===== src/design/pidaw_pkg.sv =====
package pidaw_pkg;

   localparam int WORD_BITS = 32;
   localparam int FRAC_BITS = 16;
   localparam int GAIN_BITS = 31;
   localparam int OPND_BITS = 33;
   localparam int PROD_BITS = 66;
   localparam int WIDE_BITS = 68;
   localparam int DIVD_BITS = 67;
   localparam int DIVS_BITS = 33;

   localparam logic signed [WORD_BITS-1:0] WORD_MIN = 32'sh8000_0000;
   localparam logic signed [WORD_BITS-1:0] WORD_MAX = 32'sh7fff_ffff;
   localparam logic [GAIN_BITS-1:0] PERIOD_RESET = 31'd65536;

   // 2*pi and its half in Q16.16
   localparam logic [DIVS_BITS-1:0] WRAP_PERIOD = 33'd411775;
   localparam logic signed [33:0] WRAP_PERIOD_S = 34'sd411775;
   localparam logic signed [33:0] WRAP_HALF_S = 34'sd205887;
   // floor(2^32 / period), the quotient it gives is exact or one short
   localparam logic signed [OPND_BITS-1:0] WRAP_RECIP = 33'sd10430;

   typedef enum logic [2:0] {
      REG_GAIN_P = 3'd0,
      REG_GAIN_I = 3'd1,
      REG_GAIN_D = 3'd2,
      REG_PERIOD = 3'd3,
      REG_TAU = 3'd4,
      REG_OUT_MIN = 3'd5,
      REG_OUT_MAX = 3'd6,
      REG_SIMPLE = 3'd7
   } reg_index_type;

   typedef enum logic [4:0] {
      ST_IDLE,
      ST_ERR,
      ST_WRAP_GO,
      ST_WRAP_Q,
      ST_WRAP_R,
      ST_WRAP_FIX,
      ST_MODE,
      ST_F_P,
      ST_F_PW,
      ST_F_KW,
      ST_F_X,
      ST_F_XW,
      ST_F_CL,
      ST_F_D1,
      ST_F_D2,
      ST_F_DG,
      ST_F_DW,
      ST_F_SUM,
      ST_S_P,
      ST_S_D,
      ST_S_I,
      ST_S_F,
      ST_DONE
   } state_type;

   typedef struct packed {
      logic start;
      logic [DIVD_BITS-1:0] dividend;
      logic [DIVS_BITS-1:0] divisor;
   } div_req_type;

   typedef struct packed {
      logic done;
      logic [DIVD_BITS-1:0] quotient;
      logic [DIVS_BITS-1:0] remainder;
   } div_rsp_type;

   function automatic logic signed [WORD_BITS-1:0] sat_wide(
      input logic signed [WIDE_BITS-1:0] v);
      logic signed [WORD_BITS-1:0] r;
      if (v < WIDE_BITS'(WORD_MIN)) begin
         r = WORD_MIN;
      end else if (v > WIDE_BITS'(WORD_MAX)) begin
         r = WORD_MAX;
      end else begin
         r = v[WORD_BITS-1:0];
      end
      return r;
   endfunction

   function automatic logic signed [WORD_BITS-1:0] sat_add(
      input logic signed [WORD_BITS-1:0] a, input logic signed [WORD_BITS-1:0] b);
      return sat_wide(WIDE_BITS'(a) + WIDE_BITS'(b));
   endfunction

   function automatic logic signed [WORD_BITS-1:0] sat_sub(
      input logic signed [WORD_BITS-1:0] a, input logic signed [WORD_BITS-1:0] b);
      return sat_wide(WIDE_BITS'(a) - WIDE_BITS'(b));
   endfunction

endpackage


===== src/design/pidaw_mul.sv =====
module pidaw_mul (
   input  logic clock,
   input  logic signed [pidaw_pkg::OPND_BITS-1:0] op_a,
   input  logic signed [pidaw_pkg::OPND_BITS-1:0] op_b,
   output logic signed [pidaw_pkg::PROD_BITS-1:0] prod_ff
);
   logic signed [pidaw_pkg::PROD_BITS-1:0] prod_in;

   assign prod_in = pidaw_pkg::PROD_BITS'(op_a) * pidaw_pkg::PROD_BITS'(op_b);

   always_ff @(posedge clock) begin
      prod_ff <= prod_in;
   end
endmodule


===== config.mk =====
export PLATFORM = sky130hd
export DESIGN_NAME = pidaw_mul
export DESIGN_NICKNAME = d
export VERILOG_FILES = /design/src/design/pidaw_pkg.sv /design/src/design/pidaw_mul.sv
export SDC_FILE = /design/constraint.sdc
export NUM_CORES = 2
export LEC_CHECK = 0
export ABC_CLOCK_PERIOD_IN_PS = 10250
export BUFFER_PORTS_ARGS = -buffer_cell sky130_fd_sc_hd__buf_2
export CAP_MARGIN = 20
export CORE_UTILIZATION = 60
export DETAILED_ROUTE_END_ITERATION = 10
export PLACE_DENSITY = 0.88
export SLEW_MARGIN = 25
export SYNTH_ARGS = -nofsm -noshare
export SYNTH_HDL_FRONTEND = slang
export SYNTH_SLANG_ARGS = --single-unit

===== constraint.sdc =====
create_clock -name clock -period 10.25 [get_ports clock]
set_input_delay 1.025 -clock clock [delete_from_list [all_inputs] [get_ports clock]]
set_output_delay 1.025 -clock clock [all_outputs]
set_load 0.01 [all_outputs]

==> results.md <==
- Status: complete, but fails checks
- Failing checks: design-rule violations
- Num rows: 94
- Max reg flops: 66
- DRT antenna net count: 0
- Area grow syn2layout: 3.29%
- DPL Wire Length: 86.6 mm
- Crit path time final: approximately 9.0 ns
- Most used DFF post-synth: dfxtp_1
- Data required time of the worst path: approximately 11 ns
- Post-synthesis sequential area ratio: 3.27%
- Routed vias: 29.5k
- Clock sink count: 66
- Final TNS setup: 0 ns
- Regs by FF count: prod_ff (66)
- Vias in the first global route: around 34k
- Placeable Area: ~66000 um2
- Hold Path Class: in -> reg
- First-pass GRT wire length: 178 mm
- CTS Hold Bufs: 0
- Yosys warns: 0
- Cell taking the most area after synthesis: fa_1
- DR WL/cell: 21.3 um
- Full die area: 68300 um2
- Largest reg by FF count: prod_ff
- Syn Nets: approximately 5.7k
- Yosys reg bits: 66
- Crit end category: flop
- Synth async-reset ratio: 0%
- Routed vias/inst: 5.76
- Ratio of cells with drive above 1 in the final layout: 4.45%
- Worst-path maximum fanout: 33
- Netlist Area Pre-Place: 40400 um2
- Drc violations: 12
- Setup bufs post-CTS: 0
- Global route total overflow: 0
- Post-Route WL: approximately 110 mm
- Initial Util: between 60 and 70%
- Number of synthesized flops with an enable pin: 0
- Kind of critical path: in -> reg
- RSZ-0062 raised after global routing: no
- Period utilization: 87.8%
- Hold_ws: approximately 1.3 ns
- Total CTS buffers: 9
- H-Tree Depth: 3
- Yosys top cell area share: 56.8%
- Total GRT Usage: 34.3%
- Initial antenna violation count: 14
- CTS tree: yes
- Top post-synthesis cells by area: fa_1 (57%), inv_1 (11%), and2_1 (8.7%)
- Max Freq: 111 MHz
- Final setup violation count: 0
- Gpl congestion: 1.01
- Die Y: between 200 and 300 um
- Worst-path clk slew: 0.07 ns
- Startpoint Class: input port
- Port Buffer Count: ~130
- Synth cell types: ~60
- MaxCap Viol Count: 0
- Post-CTS Resized: 0
- Number of detailed-route iterations in the first pass: 11
- Net count, final: 5669
- Slew @ Worst Pin: just over 1 ns
- Syn avg cell area: about 9.4 um2
- Drt first-iter violations: 2251
- Pin count of the biggest net entering global routing: 34
- Cells after Synth: 4302
- Max Buffers Root-to-Sink: 2
- Final hold vios: 0
- Fin util: 63.0%
- CP arrival: 9.33 ns
- Die W: 261 um
- Num ports: ~130
- Root Buffer: clkbuf_16
- Rel. slew slack: 32.1%
- Max Slew Vio Count: 0
==> cells by family after synthesis <==
logic type	share of synthesized area, %
adder cells (fa/ha/maj)	63.5
buffers and inverters	12.6
AND/OR/NAND/NOR	15.4
AO/OA/AOI/OAI	3.60
XOR/XNOR	1.63
flip-flops	3.27
==> cells in the final DEF (no fill, tap or decap), types with 3 or more instances in the layout <==
cell type	count
nand4_1	9
a21o_1	28
and4_1	7
buf_4	16
and3_1	7
and2_1	562
nor4_1	5
a211oi_2	4
o22ai_1	3
or2_2	4
a31oi_1	9
nand2_1	543
o21ba_2	3
nor2b_1	3
o21bai_1	8
nand3_1	18
a21oi_1	73
inv_1	1133
xor2_1	20
diode_2	7
clkinvlp_4	3
dfxtp_1	66
fa_1	1143
o21ai_1	5
o211ai_1	7
a211oi_1	5
clkbuf_16	9
nor2_1	47
o21a_1	7
ha_1	217
buf_2	132
nand2b_1	9
o21ai_0	37
nor3_1	7
a221o_1	3
xnor2_1	55
==> Yosys cell counts (18+ instances only) <==
cell	n
a21o_1	28
a21oi_1	73
and2_1	562
clkbuf_1	220
dfxtp_1	66
fa_1	1145
ha_1	217
inv_1	1133
nand2_1	543
nand3_1	18
nor2_1	47
o21ai_0	37
xnor2_1	55
xor2_1	20
==> per-stage QoR <==
step	std cells	worst slack, ns	area [um2]
CTS	5109	1.34	41700
global route	5110	1.09	41700
global placement	5093	1.01	41400
detailed placement	5093	0.932	41400
floorplan	4302	2.00	40400
finish	5116	1.25	41700
==> per-layer routing <==
metal  wire, um  up-vias  GRT usage, %
li1           -    12068             -
met1      36600    14983          40.1
met2      51800     1841          54.8
met3      12800      571          11.6
met4       7500       16          21.3
met5        146        -         0.486
==> cell type report <==
type / instances / area, um2
antenna: 7 / 17.5
multi-input combinational: 2882 / 34000
fill: 5052 / 24500
clock buffer: 10 / 239
timing repair buffer: 148 / 781
inverter: 1133 / 4250
tap: 864 / 1080
sequential: 66 / 1320
clock inverter: 6 / 41.3
==> critical path, stage by stage <==
cell      delay (ns)
buf_2           0.74
nand2_1         0.31
fa_1            0.69
fa_1            0.88
fa_1            0.51
inv_1           0.09
fa_1            0.44
fa_1            0.58
fa_1            0.46
fa_1            0.52
inv_1           0.05
fa_1            0.48
inv_1           0.04
ha_1            0.36
and4_1          0.24
and3_1          0.22
a31oi_1         0.15
o21ai_0         0.17
a221o_1         0.37
a31oi_2         0.33
o211ai_1        0.20
o41ai_2         0.27
xnor2_1         0.16
==> path summary, 6_finish.rpt <==
check / start / end / slack, ns / depth (start not counted)
worst max-delay path: op_b[9] / prod_ff[65]$_DFF_P_ / 1.25 / 23
worst min-delay path: op_b[0] / prod_ff[0]$_DFF_P_ / 1.35 / 3
Power is not shown: default switching activity piles up to over one toggle a cycle in this logic, so the estimate is an artifact.
