### src/design/pidaw_pkg.sv
package pidaw_pkg;

   localparam int WORD_BITS = 32;
   localparam int FRAC_BITS = 16;
   localparam int GAIN_BITS = 31;
   localparam int OPND_BITS = 33;
   localparam int PROD_BITS = 66;
   localparam int WIDE_BITS = 68;
   localparam int DIVD_BITS = 67;
   localparam int DIVS_BITS = 33;

   localparam logic signed [WORD_BITS-1:0] WORD_MIN = 32'sh8000_0000;
   localparam logic signed [WORD_BITS-1:0] WORD_MAX = 32'sh7fff_ffff;
   localparam logic [GAIN_BITS-1:0] PERIOD_RESET = 31'd65536;

   // 2*pi and its half in Q16.16
   localparam logic [DIVS_BITS-1:0] WRAP_PERIOD = 33'd411775;
   localparam logic signed [33:0] WRAP_PERIOD_S = 34'sd411775;
   localparam logic signed [33:0] WRAP_HALF_S = 34'sd205887;
   // floor(2^32 / period), the quotient it gives is exact or one short
   localparam logic signed [OPND_BITS-1:0] WRAP_RECIP = 33'sd10430;

   typedef enum logic [2:0] {
      REG_GAIN_P = 3'd0,
      REG_GAIN_I = 3'd1,
      REG_GAIN_D = 3'd2,
      REG_PERIOD = 3'd3,
      REG_TAU = 3'd4,
      REG_OUT_MIN = 3'd5,
      REG_OUT_MAX = 3'd6,
      REG_SIMPLE = 3'd7
   } reg_index_type;

   typedef enum logic [4:0] {
      ST_IDLE,
      ST_ERR,
      ST_WRAP_GO,
      ST_WRAP_Q,
      ST_WRAP_R,
      ST_WRAP_FIX,
      ST_MODE,
      ST_F_P,
      ST_F_PW,
      ST_F_KW,
      ST_F_X,
      ST_F_XW,
      ST_F_CL,
      ST_F_D1,
      ST_F_D2,
      ST_F_DG,
      ST_F_DW,
      ST_F_SUM,
      ST_S_P,
      ST_S_D,
      ST_S_I,
      ST_S_F,
      ST_DONE
   } state_type;

   typedef struct packed {
      logic start;
      logic [DIVD_BITS-1:0] dividend;
      logic [DIVS_BITS-1:0] divisor;
   } div_req_type;

   typedef struct packed {
      logic done;
      logic [DIVD_BITS-1:0] quotient;
      logic [DIVS_BITS-1:0] remainder;
   } div_rsp_type;

   function automatic logic signed [WORD_BITS-1:0] sat_wide(
      input logic signed [WIDE_BITS-1:0] v);
      logic signed [WORD_BITS-1:0] r;
      if (v < WIDE_BITS'(WORD_MIN)) begin
         r = WORD_MIN;
      end else if (v > WIDE_BITS'(WORD_MAX)) begin
         r = WORD_MAX;
      end else begin
         r = v[WORD_BITS-1:0];
      end
      return r;
   endfunction

   function automatic logic signed [WORD_BITS-1:0] sat_add(
      input logic signed [WORD_BITS-1:0] a, input logic signed [WORD_BITS-1:0] b);
      return sat_wide(WIDE_BITS'(a) + WIDE_BITS'(b));
   endfunction

   function automatic logic signed [WORD_BITS-1:0] sat_sub(
      input logic signed [WORD_BITS-1:0] a, input logic signed [WORD_BITS-1:0] b);
      return sat_wide(WIDE_BITS'(a) - WIDE_BITS'(b));
   endfunction

endpackage

### src/design/pidaw_div.sv
module pidaw_div (
   input  logic clock,
   input  logic reset,
   input  pidaw_pkg::div_req_type req,
   output pidaw_pkg::div_rsp_type rsp
);
   localparam int CNT_BITS = $clog2(pidaw_pkg::DIVD_BITS + 1);

   logic [pidaw_pkg::DIVD_BITS-1:0] quo_ff, quo_in;
   logic [pidaw_pkg::DIVS_BITS-1:0] rem_ff, rem_in, dsr_ff, dsr_in;
   logic [CNT_BITS-1:0] cnt_ff, cnt_in;
   logic done_ff, done_in;
   logic [pidaw_pkg::DIVS_BITS:0] trial;
   logic ge;

   // one quotient bit per cycle, restoring
   always_comb begin
      trial = {rem_ff, quo_ff[pidaw_pkg::DIVD_BITS-1]};
      ge = trial >= {1'b0, dsr_ff};
      quo_in = quo_ff;
      rem_in = rem_ff;
      dsr_in = dsr_ff;
      cnt_in = cnt_ff;
      done_in = 1'b0;
      if (req.start) begin
         quo_in = req.dividend;
         rem_in = '0;
         dsr_in = req.divisor;
         cnt_in = CNT_BITS'(pidaw_pkg::DIVD_BITS);
      end else if (cnt_ff != '0) begin
         quo_in = {quo_ff[pidaw_pkg::DIVD_BITS-2:0], ge};
         rem_in = ge ? pidaw_pkg::DIVS_BITS'(trial - {1'b0, dsr_ff})
                     : trial[pidaw_pkg::DIVS_BITS-1:0];
         cnt_in = cnt_ff - 1'b1;
         done_in = cnt_ff == CNT_BITS'(1);
      end
   end

   always_ff @(posedge clock) begin
      if (reset) begin
         cnt_ff <= '0;
         done_ff <= 1'b0;
      end else begin
         cnt_ff <= cnt_in;
         done_ff <= done_in;
      end
      quo_ff <= quo_in;
      rem_ff <= rem_in;
      dsr_ff <= dsr_in;
   end

   assign rsp.done = done_ff;
   assign rsp.quotient = quo_ff;
   assign rsp.remainder = rem_ff;
endmodule

### config.mk
export PLATFORM = sky130hd
export DESIGN_NAME = pidaw_div
export DESIGN_NICKNAME = d
export VERILOG_FILES = /design/src/design/pidaw_pkg.sv /design/src/design/pidaw_div.sv
export SDC_FILE = /design/constraint.sdc
export NUM_CORES = 1
export LEC_CHECK = 0
export ABC_AREA = 1
export CAP_MARGIN = 5
export CORE_UTILIZATION = 55
export DETAILED_ROUTE_END_ITERATION = 12
export DONT_BUFFER_PORTS = 1
export GPL_TIMING_DRIVEN = 0
export PLACE_DENSITY_LB_ADDON = 0.3
export SLEW_MARGIN = 20
export SYNTH_ARGS = -nofsm -noshare
export SYNTH_HDL_FRONTEND = slang
export SYNTH_SLANG_ARGS = --single-unit
### constraint.sdc
create_clock -name clock -period 4 [get_ports clock]
set_input_delay 0.2 -clock clock [delete_from_list [all_inputs] [get_ports clock]]
set_output_delay 0.2 -clock clock [all_outputs]
set_load 0.01 [all_outputs]
==> flow_metrics.env <==
export IMPL_status="finished clean"
export IMPL_place_area_sq_um=8930
export IMPL_synth_flop_cell="edfxtp_1"
export IMPL_postCtsSetupBuffers=0
export IMPL_gp_congestion=0.943
export IMPL_ys_ff_latch=141
export IMPL_die_y_um=127
export IMPL_cts_buffer_depth=2
export IMPL_avgSynthCellArea_sq_um=7.37
export IMPL_clock_skew_final_ps=13.2
export IMPL_r2r_end="rem_ff[6]"
export IMPL_first_global_vias=7922
export IMPL_detailed_place_hpwl_um=17300
export IMPL_total_power_mw=6.72
export IMPL_crit_type="reg2reg"
export IMPL_vdd_drop_max_uv=410
export IMPL_hold_start="req[33]"
export IMPL_cts_buffers=17
export IMPL_rsz0062_at_grt="no"
export IMPL_slew_viol_final=0
export IMPL_worstPathRequired_ps=4300
export IMPL_power_density_nw_per_um2=640
export IMPL_antenna_left=0
export IMPL_relSlewSlack_pct=55.4
export IMPL_die_w_um=127
export IMPL_synth_area_leaders="edfxtp_1 (35%), nand2_1 (23%), dfxtp_1 (9.5%), inv_1 (7.5%), ha_1 (5.2%)"
export IMPL_grt_max_degree=41
export IMPL_cts_root_buf="clkbuf_16"
export IMPL_antenna_found_initial=1
export IMPL_finalCriticalPeriod_ps=2630
export IMPL_grt_use_met1_pct=36.2
export IMPL_grt_util_met2_pct=56.0
export IMPL_io_pins=204
export IMPL_p_sw_share_pct=43.6
export IMPL_grt_overflow=0
export IMPL_combPwrFrac_pct=42.8
export IMPL_syn_nets=1313
export IMPL_drt_iter0_drc=585
export IMPL_routed_wl_um=25700
export IMPL_cell_internal_pwr_mw=3.79
export IMPL_ys_types=42
export IMPL_avgRoutedWirePerCell_um=16.9
export IMPL_finalSetupViolations=0
export IMPL_dr_pass1_iters=5
export IMPL_syn_area_sq_um=8640
export IMPL_hold_violations=0
export IMPL_fin_crit_sh_pct=65.7
export IMPL_tightest_slew_ps=667
export IMPL_syn_inst=1173
export IMPL_syn_to_final_growth_pct=21.6
export IMPL_num_vias=8001
export IMPL_yosysTopAreaCell="edfxtp_1"
export IMPL_grt_pass1_wl_um=39400
export IMPL_drc=0
export IMPL_tritoncts="yes"
export IMPL_hold_path_class="in2reg"
export IMPL_rows=45
export IMPL_cap_violations=0
export IMPL_p_seq_share_pct=34.6
export IMPL_dieArea_sq_um=16200
export IMPL_fin_cells=1519
export IMPL_critPathMaxFanout=10
export IMPL_ys_warn_count=0
export IMPL_synth_edf_count=100
export IMPL_io_buffers=0
export IMPL_reg2reg_depth=13
export IMPL_start_util_pct=56.6
export IMPL_synth_top_area_share_pct=34.8
export IMPL_async_reset_ff_share_pct=0
export IMPL_hold_end="quo_ff[0]"
export IMPL_synth_seq_area_share_pct=44.3
export IMPL_r2r_setup_slack_ps=1370
export IMPL_max_freq_ghz=0.380
export IMPL_grt_usage_pct=31.7
export IMPL_coreArea_sq_um=15300
export IMPL_final_nets=1434
export IMPL_numClockSinks=141
export IMPL_final_cell_area_sq_um=10500
export IMPL_dp_cells=1385
export IMPL_end_kind="flip-flop"
export IMPL_r2r_start="quo_ff[66]"
export IMPL_met3_usage_pct=8.46
export IMPL_gr_max_usage_layer="met2"
export IMPL_htreeDepth=4
export IMPL_clk_latency_ps=440
export IMPL_final_util_pct=68.8
export IMPL_holdPathStages=2
export IMPL_setup_worst_path_start_class="flip-flop"
export IMPL_p_sw_mw=2.93
export IMPL_leakagePower_nw=5.36
export IMPL_critical_path_arrival_ps=2930
export IMPL_path_clk_slew_ps=70
export IMPL_viasPerCell=5.27
export IMPL_layout_drive_gt1_share_pct=7.50
export IMPL_clkPwrFrac_pct=22.6
[per-layer routing]
metal	part of all wire, %	up-vias
met5	0	-
met4	3.5	0
met3	8.1	79
met2	49	372
met1	39	3657
li1	-	3893
[timing repair]
item                                   in CTS  in global routing
resized for setup                           0                  0
hold buffers                              101                  0
endpoints found under the hold margin     138                  0
[cell usage after synthesis (12+ instances only)]
cell / number
inv_1: 172
clkbuf_1: 13
nand2_1: 521
nor2_1: 46
nand3b_1: 14
inv_2: 15
nand3_1: 77
a21oi_1: 19
edfxtp_1: 100
ha_1: 36
dfxtp_1: 41
xnor2_1: 16
o21ai_1: 12
[state kept, by name (all words and copies together), names as in the netlist]
| register | cells |
|---|---|
| quo_ff | 67 |
| rem_ff | 33 |
| cnt_ff | 7 |
| done_ff | 1 |
| dsr_ff | 33 |
[area by class of cell]
type | count | area (sq um)
multi-input combinational | 814 | 3930
fill | 1229 | 4750
antenna | 1 | 2.50
timing repair buffer | 102 | 1040
clock inverter | 14 | 124
clock buffer | 18 | 429
buffer | 30 | 183
sequential | 141 | 3820
tap | 211 | 264
inverter | 188 | 706
[layout by cell type, fill, tap and decap left out, types with 2 or more instances in the layout]
cell type        n
dfxtp_1         41
inv_1          172
nor2_1          46
inv_6            5
nand4_1         10
nand2_1        521
buf_1            4
and2_1           7
nor3_1           4
edfxtp_1       100
buf_2            4
clkinv_4         3
o21bai_1         4
nor2_2           8
o21ai_1         12
clkinv_1         2
and3_1           2
xor2_1           2
buf_6            4
nand3b_1        14
a21oi_1         19
inv_2           15
clkbuf_16       17
ha_1            36
clkbuf_1        13
nand3_2         11
a21oi_2          2
nand3_1         77
inv_8            4
nand2_2         10
xnor2_1         16
buf_4            4
dlygate4sd3_1  100
buf_12           3
[through the flow]
step                      setup WS [ps]  hold WS (ps)  setup TNS (ps)
after global placement             -431           280          -31070
after global routing               1300          63.2               0
final                              1370          42.1               0
after CTS                          1410          44.1               0
after floorplan                     594           278               0
after detailed placement           1470           282               0
[critical path: stages (launching register included)]
cell and delay, ps:
edfxtp_1 480, inv_1 120, ha_1 150, inv_1 80, fa_1 450, nand3_1 140, nand3_2 170, nand2_2 110
nand2_2 80, nand2_4 160, buf_4 250, nand3_1 100, nand3_1 110, o21ai_1 80
[logic make-up (layout without fill, tap and decap cells)]
group           Yosys count  after routing  share of synthesized area, %
simple gates            717            717                          35.5
buf+inv                 218            352                          10.2
flops                   141            141                          44.3
compound gates           42             42                          2.75
fa+ha+maj                37             37                          5.45
xor+xnor                 18             18                          1.82
other cells               0              1                             0
[worst max path at each step]
stage,startpoint,to,slack [ps]
CTS,quo_ff[66],rem_ff[6],1410
detailed placement,quo_ff[66],rem_ff[6],1470
global placement,cnt_ff[0],quo_ff[16],-430
global route,quo_ff[66],rem_ff[24],1300
floorplan,cnt_ff[0],quo_ff[0],590
finish,quo_ff[66],rem_ff[6],1370
[power by group through the flow]
stage	logic (mW)	registers [mW]	clock network (mW)
finish	2.88	2.33	1.52
CTS	2.82	2.32	1.53
detailed placement	2.71	2.34	0
global route	3.20	2.36	1.58
floorplan	2.13	2.24	0
global placement	2.66	2.35	0
No activity file was read; power rests on OpenSTA's default activity.
